--- src/hw/rtl/assert_macros.svh ---
// assertion macros used by the scanner rtl
`ifndef ASSERT_MACROS_SVH
`define ASSERT_MACROS_SVH

// property must hold at every clock edge out of reset
`define ASSERT_ALWAYS(lbl, clk, rst_n, expr, msg) \
	lbl: assert property (@(posedge clk) disable iff (!rst_n) (expr)) else $error(msg);

// consequent must hold in the cycle after the antecedent
`define ASSERT_NEXT(lbl, clk, rst_n, ante, cons, msg) \
	lbl: assert property (@(posedge clk) disable iff (!rst_n) (ante) |=> (cons)) else $error(msg);

`endif

--- src/hw/rtl/tls_pkg.sv ---
// types, constants and helpers for the token scanner
`default_nettype none

package tls_pkg;

	localparam int LEN_W  = 8;
	localparam int LINE_W = 16;

	localparam logic [LEN_W-1:0]  LEN_MAX  = 8'd255;
	localparam logic [LINE_W-1:0] LINE_MAX = 16'hFFFF;

	// character codes
	localparam logic [7:0] CH_TAB    = 8'h09;
	localparam logic [7:0] CH_NL     = 8'h0A;
	localparam logic [7:0] CH_SPACE  = 8'h20;
	localparam logic [7:0] CH_QUOTE  = 8'h22;
	localparam logic [7:0] CH_LPAREN = 8'h28;
	localparam logic [7:0] CH_RPAREN = 8'h29;
	localparam logic [7:0] CH_STAR   = 8'h2A;
	localparam logic [7:0] CH_PLUS   = 8'h2B;
	localparam logic [7:0] CH_SLASH  = 8'h2F;
	localparam logic [7:0] CH_SEMI   = 8'h3B;
	localparam logic [7:0] CH_LSQ    = 8'h5B;
	localparam logic [7:0] CH_RSQ    = 8'h5D;
	localparam logic [7:0] CH_EOS    = 8'hFF;
	localparam logic [7:0] CH_P      = 8'h70;
	localparam logic [7:0] CH_S      = 8'h73;

	typedef enum logic [3:0] {
		TK_ID      = 4'd0,
		TK_STR     = 4'd1,
		TK_PLUS    = 4'd2,
		TK_STAR    = 4'd3,
		TK_SET     = 4'd4,
		TK_PRINT   = 4'd5,
		TK_LPAREN  = 4'd6,
		TK_RPAREN  = 4'd7,
		TK_LEFTSQ  = 4'd8,
		TK_RIGHTSQ = 4'd9,
		TK_SC      = 4'd10,
		TK_ERR     = 4'd11,
		TK_DONE    = 4'd12
	} kind_t;

	typedef struct packed {
		kind_t             kind;
		logic [LEN_W-1:0]  len;
		logic [LINE_W-1:0] line;
		logic              last;
	} tok_t;

	function automatic logic is_letter(input logic [7:0] c);
		is_letter = (c >= 8'h61 && c <= 8'h7A) || (c >= 8'h41 && c <= 8'h5A);
	endfunction

	// keyword letters by position
	function automatic logic [7:0] kw_print_char(input logic [2:0] idx);
		case (idx)
			3'd0:    kw_print_char = 8'h70;
			3'd1:    kw_print_char = 8'h72;
			3'd2:    kw_print_char = 8'h69;
			3'd3:    kw_print_char = 8'h6E;
			default: kw_print_char = 8'h74;
		endcase
	endfunction

	function automatic logic [7:0] kw_set_char(input logic [1:0] idx);
		case (idx)
			2'd0:    kw_set_char = 8'h73;
			2'd1:    kw_set_char = 8'h65;
			default: kw_set_char = 8'h74;
		endcase
	endfunction

endpackage

`default_nettype wire

--- src/hw/rtl/toy_language_token_scanner.sv ---
// character-serial token scanner for a toy language
// an accepted character lands in the input register and is scanned from there; its
//   tokens are written into the four-entry token queue, whose head drives the output
// throughput: one character per cycle while the queue has room for two tokens; a
//   character yielding two tokens is taken whole, the queue absorbs the extra token
// stall: input stalls only when the token queue holds more than two tokens
// reset: arst_n clears scanner state to idle, line count to zero, queue empty
`default_nettype none

module toy_language_token_scanner (
	input  wire logic        clk,
	input  wire logic        arst_n,
	input  wire logic        s_tvalid,
	output logic             s_tready,
	input  wire logic [7:0]  s_tdata,   // [7:0] char_code
	input  wire logic        s_tlast,   // end_of_input
	output logic             m_tvalid,
	input  wire logic        m_tready,
	output logic [23:0]      m_tdata,   // [7:0] lexeme_length, [23:8] line_number
	output logic [3:0]       m_tuser,   // [3:0] token_kind
	output logic             m_tlast    // last_of_run
);

	`include "assert_macros.svh"

	typedef enum logic [2:0] {
		MODE_IDLE,
		MODE_SLASH,
		MODE_COMMENT,
		MODE_IDENT,
		MODE_STRING
	} mode_t;

	// input register
	logic       valid_s1;
	logic [7:0] char_s1;
	logic       eoi_s1;

	// scanner state
	mode_t                      mode_q, mode_d;
	logic [tls_pkg::LEN_W-1:0]  len_q, len_d;
	logic                       pm_q, pm_d;      // still matches "print"
	logic                       sm_q, sm_d;      // still matches "set"
	logic [tls_pkg::LINE_W-1:0] line_q, line_d;

	// token queue
	tls_pkg::tok_t fifo_q [4];
	logic [1:0]    wr_ptr_q, rd_ptr_q;
	logic [2:0]    fill_q;

	// scan results
	tls_pkg::tok_t res0, res1, tok_new;
	logic [1:0]    res_n;
	logic          idle_go, new_flag;
	tls_pkg::kind_t id_kind;

	logic advance, pop;
	logic [tls_pkg::LINE_W-1:0] line_inc1, line_inc2;
	logic [tls_pkg::LEN_W-1:0]  len_inc;

	// scan proceeds when the queue has room for two tokens
	assign advance  = valid_s1 && (fill_q <= 3'd2);
	assign s_tready = !valid_s1 || advance;
	assign pop      = m_tvalid && m_tready;

	assign line_inc1 = (line_q == tls_pkg::LINE_MAX) ? line_q : line_q + 16'd1;
	assign line_inc2 = (line_q >= tls_pkg::LINE_MAX - 16'd1) ? tls_pkg::LINE_MAX
		: line_q + 16'd2;
	assign len_inc   = (len_q == tls_pkg::LEN_MAX) ? len_q : len_q + 8'd1;

	// one pass over the current character: next state and up to two tokens
	always_comb begin
		mode_d   = mode_q;
		len_d    = len_q;
		pm_d     = pm_q;
		sm_d     = sm_q;
		line_d   = line_q;
		res0     = '0;
		res1     = '0;
		res_n    = 2'd0;
		idle_go  = 1'b0;
		new_flag = 1'b0;
		tok_new  = '0;
		id_kind  = tls_pkg::TK_ID;

		unique case (mode_q)
			MODE_SLASH: begin
				if (!eoi_s1 && char_s1 == tls_pkg::CH_SLASH) begin
					mode_d = MODE_COMMENT;
				end else begin
					idle_go = 1'b1;
				end
			end
			MODE_COMMENT: begin
				if (eoi_s1) begin
					mode_d = MODE_IDLE;
					res0   = '{tls_pkg::TK_DONE, 8'd0, line_q, 1'b0};
					res_n  = 2'd1;
				end else if (char_s1 == tls_pkg::CH_NL) begin
					line_d = line_inc1;
					mode_d = MODE_IDLE;
				end
			end
			MODE_IDENT: begin
				if (!eoi_s1 && tls_pkg::is_letter(char_s1)) begin
					pm_d  = pm_q && (len_q < 8'd5)
						&& (char_s1 == tls_pkg::kw_print_char(len_q[2:0]));
					sm_d  = sm_q && (len_q < 8'd3)
						&& (char_s1 == tls_pkg::kw_set_char(len_q[1:0]));
					len_d = len_inc;
				end else begin
					if (pm_q && len_q == 8'd5) begin
						id_kind = tls_pkg::TK_PRINT;
					end else if (sm_q && len_q == 8'd3) begin
						id_kind = tls_pkg::TK_SET;
					end
					res0    = '{id_kind, len_q, line_q, 1'b0};
					res_n   = 2'd1;
					idle_go = 1'b1;
				end
			end
			MODE_STRING: begin
				if (eoi_s1) begin
					mode_d = MODE_IDLE;
					res0   = '{tls_pkg::TK_ERR, len_q, line_q, 1'b0};
					res_n  = 2'd1;
				end else if (char_s1 == tls_pkg::CH_QUOTE) begin
					mode_d = MODE_IDLE;
					res0   = '{tls_pkg::TK_STR, len_q, line_q, 1'b0};
					res_n  = 2'd1;
				end else if (char_s1 == tls_pkg::CH_NL) begin
					// newline inside a string counts twice, error shows the new count
					line_d = line_inc2;
					mode_d = MODE_IDLE;
					res0   = '{tls_pkg::TK_ERR, len_q, line_inc2, 1'b0};
					res_n  = 2'd1;
				end else begin
					len_d = len_inc;
				end
			end
			default: begin
				idle_go = 1'b1;
			end
		endcase

		// fresh scan of the character from idle; line_d is still line_q here
		if (idle_go) begin
			mode_d = MODE_IDLE;
			if (eoi_s1 || char_s1 == tls_pkg::CH_EOS) begin
				tok_new  = '{tls_pkg::TK_DONE, 8'd0, line_q, 1'b0};
				new_flag = 1'b1;
			end else begin
				case (char_s1) inside
					tls_pkg::CH_SPACE, tls_pkg::CH_TAB: ;
					tls_pkg::CH_NL:     line_d = line_inc1;
					tls_pkg::CH_SLASH:  mode_d = MODE_SLASH;
					tls_pkg::CH_QUOTE: begin
						mode_d = MODE_STRING;
						len_d  = 8'd0;
					end
					tls_pkg::CH_PLUS: begin
						tok_new  = '{tls_pkg::TK_PLUS, 8'd1, line_q, 1'b0};
						new_flag = 1'b1;
					end
					tls_pkg::CH_STAR: begin
						tok_new  = '{tls_pkg::TK_STAR, 8'd1, line_q, 1'b0};
						new_flag = 1'b1;
					end
					tls_pkg::CH_SEMI: begin
						tok_new  = '{tls_pkg::TK_SC, 8'd1, line_q, 1'b0};
						new_flag = 1'b1;
					end
					tls_pkg::CH_LSQ: begin
						tok_new  = '{tls_pkg::TK_LEFTSQ, 8'd1, line_q, 1'b0};
						new_flag = 1'b1;
					end
					tls_pkg::CH_RSQ: begin
						tok_new  = '{tls_pkg::TK_RIGHTSQ, 8'd1, line_q, 1'b0};
						new_flag = 1'b1;
					end
					tls_pkg::CH_LPAREN: begin
						tok_new  = '{tls_pkg::TK_LPAREN, 8'd1, line_q, 1'b0};
						new_flag = 1'b1;
					end
					tls_pkg::CH_RPAREN: begin
						tok_new  = '{tls_pkg::TK_RPAREN, 8'd1, line_q, 1'b0};
						new_flag = 1'b1;
					end
					default: begin
						if (tls_pkg::is_letter(char_s1)) begin
							mode_d = MODE_IDENT;
							len_d  = 8'd1;
							pm_d   = (char_s1 == tls_pkg::CH_P);
							sm_d   = (char_s1 == tls_pkg::CH_S);
						end else begin
							tok_new  = '{tls_pkg::TK_ERR, 8'd0, line_q, 1'b0};
							new_flag = 1'b1;
						end
					end
				endcase
			end
		end

		// the idle token follows any token already produced
		if (new_flag) begin
			if (res_n == 2'd0) begin
				res0 = tok_new;
			end else begin
				res1 = tok_new;
			end
			res_n = res_n + 2'd1;
		end

		// mark the final token of this character
		if (res_n == 2'd1) begin
			res0.last = 1'b1;
		end else if (res_n == 2'd2) begin
			res1.last = 1'b1;
		end
	end

	// input register
	always_ff @(posedge clk or negedge arst_n) begin
		if (!arst_n) begin
			valid_s1 <= 1'b0;
		end else if (s_tvalid && s_tready) begin
			valid_s1 <= 1'b1;
		end else if (advance) begin
			valid_s1 <= 1'b0;
		end
	end

	always_ff @(posedge clk) begin
		if (s_tvalid && s_tready) begin
			char_s1 <= s_tdata;
			eoi_s1  <= s_tlast;
		end
	end

	// scanner state
	always_ff @(posedge clk or negedge arst_n) begin
		if (!arst_n) begin
			mode_q <= MODE_IDLE;
			len_q  <= '0;
			pm_q   <= 1'b1;
			sm_q   <= 1'b1;
			line_q <= '0;
		end else if (advance) begin
			mode_q <= mode_d;
			len_q  <= len_d;
			pm_q   <= pm_d;
			sm_q   <= sm_d;
			line_q <= line_d;
		end
	end

	// token queue control
	always_ff @(posedge clk or negedge arst_n) begin
		if (!arst_n) begin
			wr_ptr_q <= '0;
			rd_ptr_q <= '0;
			fill_q   <= '0;
		end else begin
			wr_ptr_q <= advance ? wr_ptr_q + res_n : wr_ptr_q;
			rd_ptr_q <= pop ? rd_ptr_q + 2'd1 : rd_ptr_q;
			fill_q   <= fill_q + (advance ? {1'b0, res_n} : 3'd0) - {2'b00, pop};
		end
	end

	// token queue storage
	always_ff @(posedge clk) begin
		if (advance && res_n != 2'd0) begin
			fifo_q[wr_ptr_q] <= res0;
		end
		if (advance && res_n == 2'd2) begin
			fifo_q[wr_ptr_q + 2'd1] <= res1;
		end
	end

	assign m_tvalid = (fill_q != 3'd0);
	assign m_tuser  = fifo_q[rd_ptr_q].kind;
	assign m_tdata  = {fifo_q[rd_ptr_q].line, fifo_q[rd_ptr_q].len};
	assign m_tlast  = fifo_q[rd_ptr_q].last;

	// queue never overfills
	`ASSERT_ALWAYS(a_fill_bound, clk, arst_n, fill_q <= 3'd4, "token queue overflow")
	// end of input inside a string always returns to idle
	`ASSERT_NEXT(a_str_eoi_idle, clk, arst_n, advance && mode_q == MODE_STRING && eoi_s1,
		mode_q == MODE_IDLE, "string not closed on end of input")
	// line count only grows
	`ASSERT_ALWAYS(a_line_mono, clk, arst_n, line_q >= $past(line_q), "line count went back")
	// input stalls only behind a held character and a busy queue
	`ASSERT_ALWAYS(a_stall_cause, clk, arst_n, s_tready || (valid_s1 && fill_q > 3'd2),
		"input stalled without cause")

endmodule

`default_nettype wire

--- config.mk ---
export PLATFORM = sky130hd
export DESIGN_NAME = toy_language_token_scanner
export DESIGN_NICKNAME = d
export VERILOG_FILES = /design/src/hw/rtl/tls_pkg.sv /design/src/hw/rtl/toy_language_token_scanner.sv
export VERILOG_INCLUDE_DIRS = /design/src /design/src/hw/rtl
export SDC_FILE = /design/constraint.sdc
export NUM_CORES = 1
export LEC_CHECK = 0
export ABC_AREA = 1
export BUFFER_PORTS_ARGS = -buffer_cell sky130_fd_sc_hd__buf_2
export CORE_MARGIN = 2
export CORE_UTILIZATION = 40
export CTS_CLUSTER_SIZE = 28
export DETAILED_ROUTE_END_ITERATION = 8
export PLACE_DENSITY = 0.52
export SYNTH_ARGS = -nofsm -noshare
export SYNTH_HDL_FRONTEND = slang
export SYNTH_SLANG_ARGS = --single-unit
--- constraint.sdc ---
create_clock -name clk -period 4.6 [get_ports clk]
set_clock_uncertainty 0.15 [all_clocks]
set_input_delay 0.69 -clock clk [delete_from_list [all_inputs] [get_ports clk]]
set_output_delay 0.69 -clock clk [all_outputs]
set_load 0.02 [all_outputs]
==> impl_metrics.json, run 1 <==
{
  "grt_max_degree": 60,
  "cp.depth": 18,
  "cts_setup_buffers": 0,
  "leakagePower_nw": 5.47,
  "r2r-start": "char_s1[3]$_DFFE_PP_",
  "die_h_um": 171,
  "max_slew.worst_pin.slew_ns": 1.06,
  "crit_top_cell": "nand2_1",
  "numCtsBuffers": 17,
  "r2r_end": "fifo_q[1][3]$_DFFE_PP_",
  "viasPerCell": 5.37,
  "netlist_area_sq_mm": 0.0111,
  "final.period_utilization": 0.839,
  "p_clk_frac": 0.205,
  "drt_pass1_iterations": 5,
  "slew_headroom": 0.293,
  "arrival_ns": 4.01,
  "hold_buffers": 0,
  "hold_ws_ns": 0.271,
  "overflow": 0,
  "regArea_sq_mm": 0.00440,
  "fin_crit_ns": 3.86,
  "vias": 10802,
  "synthArstFlopShare": 0.228,
  "ioPinCount": 44,
  "synth-main-ff-cell": "edfxtp_1",
  "netlist_instances": 1611,
  "die_w_um": 171,
  "cp-endpoint": "fifo_q[1][3]$_DFFE_PP_",
  "drive_gt1_frac": 0.102,
  "cts_tree": "done",
  "reg2reg_slack_ns": 0.74,
  "combinationalPowerShare": 0.493,
  "rows": 61,
  "critical_path_buf_inv_count": 5,
  "clkLatencyLatePin_ns": 0.44,
  "setup_violations": 0,
  "avgRoutedWirePerCell_um": 18.7,
  "clk_pin_slew_ns": 0.08,
  "die-area_sq_mm": 0.0292,
  "hpwlAfterDp_um": 25800,
  "cts_sinks": 162,
  "critical_path.slowest_cell": "inv_1",
  "reg2reg_depth": 18,
  "n_antenna_cell": 0,
  "hold_path_class": "input pin to flop",
  "root_buffer": "clkbuf_16",
  "critPathMaxStageDelay_ns": 0.70,
  "syn_avg_cell_area_sq_um": 6.90,
  "power_density_mw_per_mm2": 579,
  "fillCellCount": 2866,
  "cts_htree_levels": 4,
  "hold_viol": 0,
  "synth_fp_nets": 1641,
  "clockBufferDepth": 2,
  "io_buffers": 43,
  "crit_type": "flop to flop",
  "power_frac_seq": 0.302,
  "crit_chain": "clkinv_1 -> nand2_1 -> nor2_1 -> nand2_4 -> nand2_2 -> nor2_2 -> nand3_2 -> nand2_2 -> nand2_4 -> inv_2 -> ha_1 -> inv_1 -> nor2_1 -> nand3_1 -> buf_4 -> inv_1 -> nand2_1 -> nand2_1",
  "cp_top_family": "simple AND/OR/NAND/NOR gates",
  "rsz0062_at_grt": "no",
  "instances_no_fill": 2011,
  "first_iter_violations": 1288,
  "synth_edf_count": 97,
  "peakVddDrop_mv": 0.511,
  "cts_resized": 0,
  "area_growth_syn_to_layout_pct": 10.0,
  "grtUsageTotal": 0.267,
  "crit_fanout": 20,
  "grt_pass1_vias": 10203,
  "multiInputGateArea_sq_mm": 0.00591,
  "core_sq_mm": 0.0276,
  "total_power_mw": 7.08,
  "timing.fmax_ghz": 0.259,
  "dpl.cell_count": 1979,
  "antenna_found_initial": 0,
  "status": "completed",
  "required_ns": 4.75,
  "critPathCaptureType": "flop",
  "postRouteAntennaNets": 0,
  "fin_setup_tns_ns": 0,
  "utilization": 0.444,
  "synth_warnings": 0,
  "drcViolationCount": 0,
  "drt_wl_total_um": 37500,
  "routabilityCongestion": 0.963,
  "max_cap_violations": 0,
  "p_sw_frac": 0.499,
  "internal-power_mw": 3.55,
  "power_switching_mw": 3.53,
  "ys_ff_latch": 162,
  "min_path_cells": 1,
  "yosysSeqAreaShare": 0.396,
  "start_util": 0.404,
  "startpoint_type": "flop",
  "nets": 1650,
  "finalMaxSlewViolations": 0,
  "worstSetupStartpoint": "char_s1[3]$_DFFE_PP_",
  "grt_pass1_wl_um": 59600,
  "ys_types": 51
}
## worst register-to-register path: cells and delay by family, from the launching register on
kind                       cells  cell delay (ns)
DFF                            1             0.49
buffers and inverters          5             1.22
adders and majority gates      1             0.17
and+or+nand+nor               12             1.69
## how the worst min path moves through the flow
stage                          startpoint                          to  slack (ns)
6_report                       s_tdata[6]        char_s1[6]$_DFFE_PP_        0.27
5_1_grt                        s_tdata[0]        char_s1[0]$_DFFE_PP_        0.26
4_1_cts                        s_tdata[6]        char_s1[6]$_DFFE_PP_        0.26
3_5_place_dp   fifo_q[2][24]$_SDFFE_PP0P_  fifo_q[2][24]$_SDFFE_PP0P_        0.32
3_3_place_gp   fifo_q[2][21]$_SDFFE_PP0P_  fifo_q[2][21]$_SDFFE_PP0P_        0.31
2_1_floorplan                      arst_n         fill_q[0]$_DFF_PN0_        0.24
## routing by layer
| layer | share of wire | vias up | wire [um] | track usage |
|---|---|---|---|---|
| li1 | - | 5312 | - | - |
| met1 | 0.47 | 5084 | 17800 | 0.388 |
| met2 | 0.45 | 377 | 16900 | 0.419 |
| met3 | 0.061 | 29 | 2290 | 0.0342 |
| met4 | 0.014 | 0 | 536 | 0.0673 |
| met5 | 0 | - | 0 | 0 |
## registers in the layout, indices dropped and copies added (netlist names)
register,count
char_s1,8
eoi_s1,1
fifo_q,116
fill_q,3
len_q,8
line_q,16
mode_q,3
pm_q,1
rd_ptr_q,2
sm_q,1
valid_s1,1
wr_ptr_q,2
## logic make-up (layout without fill, tap and decap cells)
kind of cell             count (synthesis)  in the layout  share of synthesized area
AND/OR/NAND/NOR                        959            959                      0.371
buffers and inverters                  195            217                     0.0731
adder cells (fa/ha/maj)                 17             17                     0.0198
AO/OA/AOI/OAI                          256            256                      0.123
XOR/XNOR                                22             22                     0.0173
flip-flops                             162            162                      0.396
## per-stage QoR
step / worst slack [ns] / cell area [sq um]
after global placement: 0.886 / 11700
after CTS: 0.801 / 12200
after detailed placement: 0.845 / 11700
after global routing: 0.315 / 12200
after floorplan: 1.42 / 11100
final: 0.739 / 12200
## cells in the mapped netlist, types with 8 or more instances
master	instances	area, sq um
clkbuf_1	42	158
nor2_4	14	158
nand4_1	25	156
nand3_1	116	581
inv_1	98	368
xor2_1	18	158
a21oi_1	44	220
inv_2	10	37.5
nand2_1	556	2090
nor3_1	9	45.0
dfxtp_1	28	561
nor2_1	198	743
ha_1	16	200
o21ai_1	8	40.0
o22ai_1	33	206
nand2_2	9	56.3
buf_2	30	150
o21ai_0	151	756
edfxtp_1	97	2910
dfrtp_1	35	876
nor2_2	8	50.1
## cell usage in the layout (no fill, tap or decap), drive strengths merged, types with 4 or more instances in the layout
cell and count:
a21oi 46, a22oi 5, a31oi 5, buf 73
clkbuf 17, clkinv 7, dfrtp 35, dfxtp 28
edfxtp 97, ha 16, inv 117, nand2 569
nand3 120, nand3b 5, nand4 27, nor2 222
nor3 10, o21ai 159, o22ai 33, xnor2 4
xor2 18
## power groups by stage
stage | Combinational (mW) | Clock, mW | Sequential (mW)
6_report | 3.49 | 1.45 | 2.14
5_1_grt | 3.86 | 1.54 | 2.18
4_1_cts | 3.49 | 1.48 | 2.13
3_5_place_dp | 3.48 | 0 | 2.16
3_3_place_gp | 3.46 | 0 | 2.16
2_1_floorplan | 2.51 | 0 | 2.01
## final cells by class
class,instances,area share
multi-input combinational,1254,0.483
sequential,162,0.360
tap,378,0.0387
timing repair buffer,73,0.0360
inverter,112,0.0352
clock buffer,17,0.0348
clock inverter,15,0.0129
Note: power is estimated with default switching activity, not from simulation.
==> run 2: changes to the inputs <==
==> constraint.sdc (replaced) <==
create_clock -name clk -period 3.85 [get_ports clk]
set_clock_uncertainty 0.15 [all_clocks]
set_input_delay 0.5775 -clock clk [delete_from_list [all_inputs] [get_ports clk]]
set_output_delay 0.5775 -clock clk [all_outputs]
set_load 0.02 [all_outputs]
==> run 2 against run 1 <==
Via count increased by 1.1%. Critical path depth unchanged. Total power is 21% higher. Final cell count up 0.90%. Die area stayed put. First-iteration DRC count decreased by 18%.
==> impl_metrics.json, run 2 (synthesized netlist as in run 1, its figures left out) <==
{
  "hold_path_class": "input pin to async pin",
  "postRouteAntennaNets": 0,
  "cp_top_family": "simple AND/OR/NAND/NOR gates",
  "reg2reg_slack_ns": 0.44,
  "peakVddDrop_mv": 0.350,
  "crit_top_cell": "inv_1",
  "area_growth_syn_to_layout_pct": 11.2,
  "critical_path.slowest_cell": "edfxtp_1",
  "overflow": 0,
  "rows": 61,
  "root_buffer": "clkbuf_16",
  "cts_setup_buffers": 0,
  "clk_pin_slew_ns": 0.07,
  "final.period_utilization": 0.885,
  "finalMaxSlewViolations": 0,
  "critPathCaptureType": "flop",
  "hold_viol": 0,
  "startpoint_type": "flop",
  "largest_register": "fifo_q",
  "status": "completed",
  "critical_path_buf_inv_count": 5,
  "grt_pass1_vias": 10407,
  "cts_htree_levels": 4,
  "power_switching_mw": 4.18,
  "p_sw_frac": 0.489,
  "max_cap_violations": 0,
  "setup_violations": 0,
  "layout_common_cells": "nand2_1, nor2_1, o21ai_0",
  "core_sq_mm": 0.0276,
  "placed_area_sq_mm": 0.0118,
  "start_util": 0.404,
  "vias": 10925,
  "crit_fanout": 17,
  "nets": 1668,
  "slew_headroom": 0.334,
  "max_slew.worst_pin.slew_ns": 1.00,
  "p_clk_frac": 0.201,
  "required_ns": 4.02,
  "reg_top3": "fifo_q: 116 flops, line_q: 16 flops",
  "drive_gt1_frac": 0.111,
  "timing.fmax_ghz": 0.294,
  "hold_buffers": 0,
  "die_h_um": 171,
  "routabilityCongestion": 0.918,
  "n_antenna_cell": 0,
  "leakagePower_nw": 5.58,
  "drcViolationCount": 0,
  "die-area_sq_mm": 0.0292,
  "clkLatencyLatePin_ns": 0.43,
  "critPathMaxStageDelay_ns": 0.48,
  "avgRoutedWirePerCell_um": 18.3,
  "crit_chain": "clkinv_1 -> nand2_1 -> nor2_1 -> nand2_4 -> nand2_2 -> nor2_2 -> nand3_2 -> nand2_2 -> nand2_4 -> inv_2 -> ha_1 -> inv_1 -> nor2_1 -> inv_1 -> ha_1 -> inv_1 -> fa_1 -> xnor2_1",
  "ioPinCount": 44,
  "crit_type": "flop to flop",
  "die_w_um": 171,
  "largest_reg_flops": 116,
  "cts_resized": 0,
  "final_area_sq_mm": 0.0124,
  "cts_tree": "done",
  "first_iter_violations": 1055,
  "hpwlAfterDp_um": 26300,
  "clockBufferDepth": 2,
  "fin_crit_ns": 3.41,
  "cts_sinks": 162,
  "fin_setup_tns_ns": 0,
  "grt_pass1_wl_um": 59000,
  "io_buffers": 43,
  "combinationalPowerShare": 0.506,
  "internal-power_mw": 4.37,
  "drt_pass1_iterations": 6,
  "drt_wl_total_um": 37200,
  "arrival_ns": 3.57,
  "antenna_found_initial": 0,
  "final_common_cell": "nand2_1",
  "rsz0062_at_grt": "no",
  "numCtsBuffers": 17,
  "grt_max_degree": 60,
  "power_frac_seq": 0.294,
  "grtUsageTotal": 0.264,
  "power_density_mw_per_mm2": 691,
  "viasPerCell": 5.38
}
[run 2: changes by cell type in the layout (fill, tap and decap cells not counted), sizes merged]
cell / change
inv: +3
clkinvlp: -3
buf: +18
clkinv: -1
bufinv: +1
[run 2: worst reg2reg max path, delay by kind of cell, from the launching register on]
family / cells / cell delay (ns)
xor+xnor: 1 / 0.13
fa+ha+maj: 3 / 0.86
buf+inv: 5 / 0.42
flops: 1 / 0.48
simple gates: 9 / 1.24
[run 2: path summary, 6_finish.rpt]
check                                      from                      to  cells after the start
min in group clk                     s_tdata[6]    char_s1[6]$_DFFE_PP_                      1
min reg2reg                    pm_q$_DFFE_PN1P_        pm_q$_DFFE_PN1P_                      2
max in group asynchronous                arst_n    len_q[0]$_DFFE_PN0P_                      1
min                                      arst_n  line_q[10]$_DFFE_PN0P_                      1
max                        char_s1[3]$_DFFE_PP_     fill_q[2]$_DFF_PN0_                     18
max reg2reg                char_s1[3]$_DFFE_PP_     fill_q[2]$_DFF_PN0_                     18
[run 2: power groups by stage]
stage	logic, mW	registers [mW]	clock network [mW]
after global placement	4.28	2.54	0
after floorplan	2.99	2.41	0
after global routing	4.77	2.56	1.81
after CTS	4.31	2.51	1.75
final	4.32	2.51	1.72
after detailed placement	4.29	2.55	0
[run 2: through the flow]
stage / instances / utilization / hold WS [ns] / power (mW) / setup slack (ns)
CTS: 2029 / 0.449 / 0.149 / 8.57 / 0.445
floorplan: 1611 / - / 0.132 / 5.40 / 0.667
finish: 2029 / 0.449 / 0.161 / 8.55 / 0.444
detailed placement: 1997 / 0.428 / 0.318 / 6.84 / 0.478
global route: 2029 / 0.449 / 0.156 / 9.14 / 0.121
global placement: 1997 / 0.428 / 0.316 / 6.83 / 0.503
[run 2: final cells by class]
type / instances / area, sq um
Clock buffer: 17 / 425
Clock inverter: 15 / 146
Fill cell: 2879 / 15200
Inverter: 112 / 430
Multi-Input combinational cell: 1254 / 5910
Sequential cell: 162 / 4400
Tap cell: 378 / 473
Timing Repair Buffer: 91 / 588
[run 2: layer usage]
layer / global-route usage / part of all wire / vias up
met1: 0.375 / 0.47 / 5118
li1: - / - / 5347
met4: 0.0740 / 0.019 / 0
met5: 0 / 0 / -
met3: 0.0254 / 0.056 / 46
met2: 0.429 / 0.45 / 414
